--- config.mk ---
export PLATFORM = sky130hd
export DESIGN_NAME = hhtd_ctrl
export DESIGN_NICKNAME = d
export VERILOG_FILES = /design/src/design/hhtd_pkg.sv /design/src/design/hhtd_ctrl.sv
export SDC_FILE = /design/constraint.sdc
export NUM_CORES = 1
export LEC_CHECK = 0
export BUFFER_PORTS_ARGS = -buffer_cell sky130_fd_sc_hd__buf_2
export CAP_MARGIN = 15
export CELL_PAD_IN_SITES_DETAIL_PLACEMENT = 1
export CELL_PAD_IN_SITES_GLOBAL_PLACEMENT = 2
export CORE_ASPECT_RATIO = 1.2
export CORE_MARGIN = 1.5
export CORE_UTILIZATION = 23
export DETAILED_ROUTE_END_ITERATION = 7
export PLACE_DENSITY_LB_ADDON = 0.1
export SETUP_SLACK_MARGIN = 0.2
export SYNTH_ARGS = -nofsm -noshare
export SYNTH_HDL_FRONTEND = slang
export SYNTH_SLANG_ARGS = --single-unit
--- constraint.sdc ---
create_clock -name clk -period 3.1 [get_ports clk]
set_clock_uncertainty 0.15 [all_clocks]
set_input_delay 0.62 -clock clk [delete_from_list [all_inputs] [get_ports clk]]
set_output_delay 0.62 -clock clk [all_outputs]
set_load 0.02 [all_outputs]
--- src/design/hhtd_pkg.sv ---
`timescale 1ns / 1ps
// ----------------------------------------------------------------------------
// hhtd_pkg
// Shared types and constants of the heap-tree Huffman decoder: operation and
// result codes, controller states and the command and status bundles.
// ----------------------------------------------------------------------------
package hhtd_pkg;

    // Default sizes of the tree store and the symbol map.
    localparam int TREE_NODES_DEF   = 1024;
    localparam int SYMBOL_SLOTS_DEF = 64;

    // Field widths fixed by the interface.
    localparam int OP_W     = 2;
    localparam int ADDR_W   = 10;
    localparam int WEIGHT_W = 16;
    localparam int LEAF_W   = 10;
    localparam int CHAR_W   = 8;
    localparam int KIND_W   = 2;
    localparam int EFF_W    = 16;
    localparam int SCNT_W   = 7;
    localparam int CNT_W    = 32;

    // Efficiency: bits * 100 / (symbols * 8).
    localparam int EFF_SCALE  = 100;
    localparam int CHAR_SHIFT = 3;
    localparam int NUM_W      = CNT_W + 7;
    localparam int DEN_W      = CNT_W + CHAR_SHIFT;
    localparam int DIVC_W     = $clog2(NUM_W + 1);

    // Packed beat widths.
    localparam int IN_DATA_W  = 48;
    localparam int OUT_DATA_W = 48;

    typedef enum logic [OP_W-1:0] {
        OP_TREE = 2'd0,
        OP_MAP  = 2'd1,
        OP_BIT  = 2'd2,
        OP_NONE = 2'd3
    } op_t;

    typedef enum logic [KIND_W-1:0] {
        KIND_SYMBOL   = 2'd0,
        KIND_REPORT   = 2'd1,
        KIND_OVERFLOW = 2'd2
    } kind_t;

    typedef enum logic [3:0] {
        S_CLEAR,
        S_IDLE,
        S_CHK1,
        S_CHK2,
        S_SCAN,
        S_SYM_OUT,
        S_OVF_OUT,
        S_MUL,
        S_DIV,
        S_RPT_OUT
    } state_t;

    // Commands from the controller to the datapath.
    typedef struct packed {
        logic  clr_en;
        logic  take_tree;
        logic  take_map;
        logic  take_bit;
        logic  step;
        logic  ovf_done;
        logic  leaf_read;
        logic  scan_start;
        logic  scan_step;
        logic  scan_take;
        logic  sym_done;
        logic  mul;
        logic  div_step;
        logic  rpt_done;
        logic  out_load;
        kind_t out_kind;
        logic  out_last;
    } cmd_t;

    // Status from the datapath to the controller.
    typedef struct packed {
        logic clr_done;
        logic has_left;
        logic overflow;
        logic scan_empty;
        logic scan_match;
        logic scan_last;
        logic div_done;
        logic eos;
        logic out_free;
    } status_t;

endpackage

--- src/design/hhtd_ctrl.sv ---
`timescale 1ns / 1ps
// ----------------------------------------------------------------------------
// hhtd_ctrl
// Controller of the decoder: sequences the tree clearing pass, the input
// beats, the tree walk, the symbol map scan and the efficiency division.
// ----------------------------------------------------------------------------
module hhtd_ctrl
(
    input  logic             clk,
    input  logic             rst_n,
    input  logic             in_valid,
    input  hhtd_pkg::op_t    in_op,
    output logic             in_ready,
    input  hhtd_pkg::status_t status,
    output hhtd_pkg::cmd_t   cmd
);
    import hhtd_pkg::*;

    state_t state_reg;
    state_t state_next;
    logic   take;

    assign in_ready = (state_reg == S_IDLE);
    assign take     = in_valid && in_ready;

    // State register.
    always_ff @(posedge clk or negedge rst_n)
    begin
        if (!rst_n)
        begin
            state_reg <= S_CLEAR;
        end
        else
        begin
            state_reg <= state_next;
        end
    end

    // Next state and commands.
    always_comb
    begin
        state_next = state_reg;
        cmd        = '0;
        cmd.out_kind = KIND_SYMBOL;
        unique case (state_reg)
            S_CLEAR:
            begin
                cmd.clr_en = 1'b1;
                if (status.clr_done)
                begin
                    state_next = S_IDLE;
                end
            end
            S_IDLE:
            begin
                if (take)
                begin
                    unique case (in_op)
                        OP_TREE: cmd.take_tree = 1'b1;
                        OP_MAP:  cmd.take_map  = 1'b1;
                        OP_BIT:
                        begin
                            cmd.take_bit = 1'b1;
                            state_next   = S_CHK1;
                        end
                        OP_NONE: state_next = S_IDLE;
                    endcase
                end
            end
            S_CHK1:
            begin
                // The read of the current node's left child has landed.
                if (status.has_left)
                begin
                    if (status.overflow)
                    begin
                        state_next = S_OVF_OUT;
                    end
                    else
                    begin
                        cmd.step   = 1'b1;
                        state_next = S_CHK2;
                    end
                end
                else
                begin
                    cmd.leaf_read  = 1'b1;
                    cmd.scan_start = 1'b1;
                    state_next     = S_SCAN;
                end
            end
            S_CHK2:
            begin
                // Check whether the node just stepped to is a leaf.
                if (status.has_left)
                begin
                    state_next = status.eos ? S_MUL : S_IDLE;
                end
                else
                begin
                    cmd.leaf_read  = 1'b1;
                    cmd.scan_start = 1'b1;
                    state_next     = S_SCAN;
                end
            end
            S_SCAN:
            begin
                // Map slots are scanned from the top down so the first hit is the last match.
                if (status.scan_empty)
                begin
                    state_next = S_SYM_OUT;
                end
                else if (status.scan_match)
                begin
                    cmd.scan_take = 1'b1;
                    state_next    = S_SYM_OUT;
                end
                else if (status.scan_last)
                begin
                    state_next = S_SYM_OUT;
                end
                else
                begin
                    cmd.scan_step = 1'b1;
                end
            end
            S_SYM_OUT:
            begin
                if (status.out_free)
                begin
                    cmd.out_load = 1'b1;
                    cmd.out_kind = KIND_SYMBOL;
                    cmd.out_last = !status.eos;
                    cmd.sym_done = 1'b1;
                    state_next   = status.eos ? S_MUL : S_IDLE;
                end
            end
            S_OVF_OUT:
            begin
                if (status.out_free)
                begin
                    cmd.out_load = 1'b1;
                    cmd.out_kind = KIND_OVERFLOW;
                    cmd.out_last = !status.eos;
                    cmd.ovf_done = 1'b1;
                    state_next   = status.eos ? S_MUL : S_IDLE;
                end
            end
            S_MUL:
            begin
                cmd.mul    = 1'b1;
                state_next = S_DIV;
            end
            S_DIV:
            begin
                if (status.div_done)
                begin
                    state_next = S_RPT_OUT;
                end
                else
                begin
                    cmd.div_step = 1'b1;
                end
            end
            S_RPT_OUT:
            begin
                if (status.out_free)
                begin
                    cmd.out_load = 1'b1;
                    cmd.out_kind = KIND_REPORT;
                    cmd.out_last = 1'b1;
                    cmd.rpt_done = 1'b1;
                    state_next   = S_IDLE;
                end
            end
            default:
            begin
                state_next = S_IDLE;
            end
        endcase
    end

endmodule

; Word level (Yosys, flattened, before mapping)
; Cells that the tools add are included.
[word_totals]
ff_bits = 4
inputBits = 14
word_cells = 68
[op_classes]
eq_ne = 19
muxes = 41
reduce_logical = 7
[ops]
columns = op, count
row1 = 4-bit two-way mux, 10
row2 = 4-bit case mux with 9 select lines, 1
row3 = 3-bit two-way mux, 6
row4 = 1-bit two-way mux, 17
row5 = 4-bit by 3-bit == test with 1-bit output (second input constant), 4
row6 = 4-bit case mux with 3 select lines, 1
row7 = 4-bit by 2-bit == test with 1-bit output (second input constant), 2
row8 = 4-bit == test (second input constant), 2
row9 = 2-bit two-way mux, 4
row10 = 4-bit case mux with 2 select lines, 1
row11 = 7-bit AND reduction, 1
row12 = 2-bit inequality test (second input constant), 3
row13 = 5-bit two-way mux, 1
row14 = 2-bit == test (second input constant), 2
row15 = 4-bit by 1-bit == test with 1-bit output (second input constant), 1
row16 = 4-bit logical NOT, 1
row17 = 2-bit by 1-bit inequality test with 1-bit output (second input constant), 2
row18 = 4-bit inequality test (second input constant), 1
row19 = 2-bit OR reduction, 2
row20 = 3-bit by 1-bit inequality test with 1-bit output (second input constant), 1
row21 = 2-bit by 1-bit == test with 1-bit output (second input constant), 1
row22 = 2-bit logical NOT, 1
row23 = 1-bit logical AND, 1
row24 = 1-bit logical NOT, 1

; Longest topological paths before layout
; Gate-level depths: netlist of run 1.
[depth]
word_depth = 4
depth_mapped = 5
depth_no_buf = 4

; Worst setup path after synthesis of run 1
; No wires, ideal clock.
[synth_path]
path_type = register to output
startpoint = register state_reg[1]
endpoint = output port cmd[15] (netlist bit)
arrival_ns = 1.898
setup_slack_ns = 0.432
stages_incl_launch_ff = 6
path_buffers = 1
cell_sequence = dfrtp_1 > buf_4 > nand2b_1 > nor3_1 > nand2_1 > nor3b_1
[synth_rtl]
columns = element, line_no
row1 = "start, declared", hhtd_ctrl.sv:19  ; state_t state_reg;
row2 = "start signal, assigned", hhtd_ctrl.sv:35  ; state_reg <= state_next;
row3 = "end, declared", hhtd_ctrl.sv:15  ; output hhtd_pkg::cmd_t cmd

==> impl_metrics.toml, run 1 <==
[job]
maxCapViolCount = 0

[drt]
ant_nets = 0
wl_mm = 2.06
drt_iter0_drc = 15
wl_per_cell_um = 14.0
vias = 729
dr.pass1.iters = 4
drc = 0
viasPerCell = 4.96

[cells_and_area]
fillCellCount = 341
drive_above_1_share_pct = 35.1
layout.cells.most_common_list = "32 x buf_2, 14 x nand2_1, 7 x nor2_1"
final_common_cell = "buf_2"
ff_latch_area_um2 = 100
multiInputGateArea_um2 = 444
diodes = 0
largest_reg_flops = 4
area_growth_syn_to_layout_pct = 30.5
final_nets = 130

[place]
dp_slack_ns = 0.696
gp_congestion = 0.733
io_buffers = 32
hpwlAfterDp_mm = 1.62

[sta]
post-route-worst-setup-slack_ns = 0.449
max-slew-margin-rel_pct = 59.6
rsz0062_at_grt = "false"
worst_pin_slew_ns = 0.606
finalSetupViolCount = 0
period_needed_ns = 2.65
max_freq_ghz = 0.377
period_share_pct = 85.5
final.setup.tns_ns = 0
hold_violations = 0
slew_violations = 0

[power]
comb_power_share_pct = 67.1
vdd_ir_drop_max_uv = 293
p_int_w = 0.000306
power_leakage_nw = 0.380
p_seq_share_pct = 23.0
power.density_nw_per_um2 = 874
power_frac_clock_pct = 9.9
switchingPower_w = 0.000382
power_switching_share_pct = 55.5

[yosys]
synth_ff_type = "dfrtp_1"
seq_area_frac_synth_pct = 16.6
synth_fp_nets = 100
synth_edf_count = 0
synth_area_um2 = 603
syn_inst = 86
ys_ff_latch = 4
synth.avg_cell_area_um2 = 7.01
ys_types = 31
yosysWarnings = 0
async_flop_share_pct = 100

[outcome]
status = "complete, no violations"

[clock_tree]
cts.clk_slew.worst_paths_ns = 0.04
postCtsSetupRepairBufs = 0
clock_sinks = 4
ctsResizeCount = 0
cts_buffer_depth = 2
postCtsHoldBufs = 0
root_buffer = "clkbuf_4"
cts.htree.levels = 1
insertion_delay_ns = 0.24
numCtsBuffers = 3
cts_tree = "yes"

[global_routing]
grt_pass1_vias = 704
grt-busiest-layer = "met2"
track_usage_pct = 14.7
met2_usage_pct = 24.6
grt_max_degree = 19
use_met1_pct = 18.4
grt_pass1_wl_mm = 3.33
grt_antenna_before_repair = 0
grtUsageMet3_pct = 2.02
grt_overflow = 0

[floorplanning]
die_width_um = 49.7
die_h_um = 59.1
ioPinCount = 33
num_rows = 20
initial_utilization_pct = 24.1
dieArea_um2 = 2940
core_area_um2 = 2500

[worst_setup_path]
path_max_fanout = 18
required_ns = 2.33
start_kind = "register"
critical_path_class = "reg -> out"
worst_setup_path_end_kind = "primary output"
arrival_ns = 1.88

[worst_hold_path]
min_path_type = "in -> async"
## power groups by stage
stage	Combinational, W	Sequential (W)	Clock, W
6_report	0.000462	0.000158	0.0000680
3_5_place_dp	0.000466	0.000160	0
2_1_floorplan	0.000426	0.0000864	0
3_3_place_gp	0.000468	0.000161	0
4_1_cts	0.000469	0.000159	0.0000707
5_1_grt	0.000510	0.000167	0.0000724
## layout make-up
| type | count | area share [%] |
|---|---|---|
| Inverter | 3 | 1.43 |
| Timing Repair Buffer | 33 | 21.3 |
| Clock buffer | 3 | 2.86 |
| Sequential cell | 4 | 12.7 |
| Tap cell | 33 | 5.25 |
| Multi-Input combinational cell | 71 | 56.4 |
## Yosys cell counts, types with 2 or more instances
library cell	instances	share of area, %
a21boi_0	2	2.5
a21oi_1	4	3.3
a31oi_1	2	2.1
and2_1	2	2.1
and3_1	3	3.1
buf_2	2	1.7
buf_4	2	2.5
clkbuf_1	3	1.9
dfrtp_1	4	17
inv_1	3	1.9
mux2i_1	2	3.3
nand2_1	14	8.7
nand2b_1	2	2.1
nand3_1	3	2.5
nor2_1	7	4.4
nor2b_1	4	4.1
nor3_1	5	4.1
nor3b_1	3	3.7
nor4_1	2	2.1
o21ai_0	6	5.0
## per-layer routing
layer  share of wire (%)  vias up  routed length, um
met5                   0        -                  0
li1                    -      359                  -
met2                  51       24               1060
met3                 5.3        2                108
met4                0.92        0                 19
met1                  42      344                873
## path summary, 6_finish.rpt
check                                              start                       end  slack (ns)  depth (start not counted)
worst min-delay path                               rst_n  state_reg[0]$_DFFE_PN0P_        0.02                          1
worst max-delay path            state_reg[0]$_DFFE_PN0P_                   cmd[15]        0.45                          5
worst max register to register  state_reg[0]$_DFFE_PN0P_  state_reg[1]$_DFFE_PN0P_        1.15                          4
worst min register to register  state_reg[1]$_DFFE_PN0P_  state_reg[2]$_DFFE_PN0P_        0.54                          2
min in group clk                state_reg[1]$_DFFE_PN0P_  state_reg[2]$_DFFE_PN0P_        0.54                          2
max in group asynchronous                          rst_n  state_reg[3]$_DFFE_PN0P_        2.65                          1
## metrics by stage
step / hold slack (ns) / cell area (um2) / util (%) / std cells / total power (W)
5_1_grt: 0.0237 / 787 / 31.5 / 147 / 0.000750
6_report: 0.0218 / 787 / 31.5 / 147 / 0.000688
4_1_cts: 0.0179 / 787 / 31.5 / 147 / 0.000699
3_3_place_gp: 0.273 / 764 / 30.6 / 144 / 0.000629
3_5_place_dp: 0.280 / 764 / 30.6 / 144 / 0.000625
2_1_floorplan: 0.174 / 603 / - / 86 / 0.000513
## cell families after synthesis
logic type	count (synthesis)	share of synthesized area, %
AND/OR/NAND/NOR	48	43.4
flip-flops	4	16.6
buffers and inverters	11	9.75
multiplexers	3	5.19
AO/OA/AOI/OAI	20	25.1
## worst max-delay path: stages, from the launching register on
cell and delay (ns):
dfrtp_1 0.72, nand2b_1 0.17, nor3_1 0.22, nand2_1 0.12
nor3b_1 0.21, buf_2 0.20
(Power assumes the default switching activity.)
==> inputs of run 2 (changes only) <==
Settings changed: RECOVER_POWER set to 100.
==> run 2 against run 1 <==
  * Sequential power barely moved
  * Fmax fell by 3.1%
  * Via count rose by 0.41%
  * Non-clock buffer count did not move
  * Worst setup slack got worse by 0.086 ns
  * Total power fell by 2.9%
  * Hold slack improved by 0.026 ns
  * Die area did not move
  * Critical endpoint unchanged
  * Highest routed layer unchanged
==> impl_metrics.toml, run 2 (same netlist as run 1, synthesis figures left out) <==
[worst_setup_path]
crit_path_max_incr_delay_ns = 0.72
critical_path_class = "reg -> out"
path_buf_inv = 1
crit_path_cell_trace = "nand2b_1 -> nor3_1 -> nand2_1 -> nor3b_1 -> clkbuf_1"
path_max_fanout = 18
path_delay_family = "simple AND/OR/NAND/NOR gates"
reg2reg_slack_ns = 1.07
cp_slowest_cell = "dfrtp_1"
arrival_ns = 1.97
required_ns = 2.33
start_kind = "register"
worst_setup_path_end_kind = "primary output"

[floorplanning]
num_rows = 20
die_width_um = 49.7
core_area_um2 = 2500
initial_utilization_pct = 24.1
die_h_um = 59.1
dieArea_um2 = 2940
ioPinCount = 33

[cells_and_area]
final_nets = 130
largest_reg_flops = 4
diodes = 0
area_growth_syn_to_layout_pct = 25.3
final_core_util_pct = 30.2
final_common_cell = "clkbuf_1"
layout.cells.most_common_list = "19 x clkbuf_1, 14 x nand2_1, 13 x buf_2"
drive_above_1_share_pct = 16.7

[clock_tree]
cts.clk_slew.worst_paths_ns = 0.04
postCtsHoldBufs = 0
numCtsBuffers = 3
cts_buffer_depth = 2
postCtsSetupRepairBufs = 0
cts_tree = "yes"
root_buffer = "clkbuf_4"
ctsResizeCount = 0
insertion_delay_ns = 0.24
cts.htree.levels = 1
clock_sinks = 4

[sta]
hold_violations = 0
worst_pin_slew_ns = 0.600
finalSetupViolCount = 0
max_freq_ghz = 0.365
max-slew-margin-rel_pct = 60.0
period_share_pct = 88.3
period_needed_ns = 2.74
slew_violations = 0
rsz0062_at_grt = "false"
final.setup.tns_ns = 0

[global_routing]
grt_max_degree = 19
grt_pass1_wl_mm = 3.33
track_usage_pct = 14.7
grt_pass1_vias = 704
grt_overflow = 0
grt_antenna_before_repair = 0

[drt]
vias = 732
wl_per_cell_um = 13.9
wl_mm = 2.05
drc = 0
viasPerCell = 4.98
dr.pass1.iters = 4
ant_nets = 0
drt_iter0_drc = 16

[job]
maxCapViolCount = 0

[outcome]
status = "complete, no violations"

[power]
power.density_nw_per_um2 = 884
vdd_ir_drop_max_uv = 289
power_leakage_nw = 0.299

[place]
io_buffers = 32
gp_congestion = 0.733
hpwlAfterDp_mm = 1.62

[worst_hold_path]
min_path_type = "in -> async"
[run 2: cell type report]
cell class                 instances  area, um2
fill                             337       1750
multi-input combinational         71        437
timing repair buffer              33        144
sequential                         4        100
tap                               33       41.3
clock buffer                       3       22.5
inverter                           3       11.3
[run 2: layer usage]
layer / up-vias / global-route usage [%] / share of wire [%]
met1: 345 / 18.4 / 42
met3: 2 / 2.02 / 5.8
met4: 0 / 7.54 / 0.93
li1: 359 / - / -
met2: 26 / 24.6 / 51
met5: - / 0 / 0
[run 2: report_power, final]
| part | switching [W] | internal (W) |
|---|---|---|
| clock network | 0.0000241 | 0.0000435 |
| logic | 0.000275 | 0.000169 |
| registers | 0.0000804 | 0.0000764 |
[run 2: metrics by stage]
step | hold slack (ns) | std cells | cell area (um2) | worst slack, ns | power (W)
finish | 0.0480 | 147 | 756 | 0.363 | 0.000668
global route | 0.0620 | 147 | 756 | 0.195 | 0.000732
CTS | 0.0179 | 147 | 787 | 0.417 | 0.000699
detailed placement | 0.280 | 144 | 764 | 0.696 | 0.000625
global placement | 0.273 | 144 | 764 | 0.770 | 0.000629
floorplan | 0.174 | 86 | 603 | 0.432 | 0.000513
[run 2: final timing paths]
path,cells past startpoint,end,from
worst max-delay path,5,cmd[15],state_reg[0]$_DFFE_PN0P_
worst min-delay path,1,state_reg[0]$_DFFE_PN0P_,rst_n
worst max register to register,4,state_reg[1]$_DFFE_PN0P_,state_reg[0]$_DFFE_PN0P_
worst min register to register,2,state_reg[2]$_DFFE_PN0P_,state_reg[1]$_DFFE_PN0P_
max in group asynchronous,1,state_reg[3]$_DFFE_PN0P_,rst_n
min in group clk,2,state_reg[2]$_DFFE_PN0P_,state_reg[1]$_DFFE_PN0P_
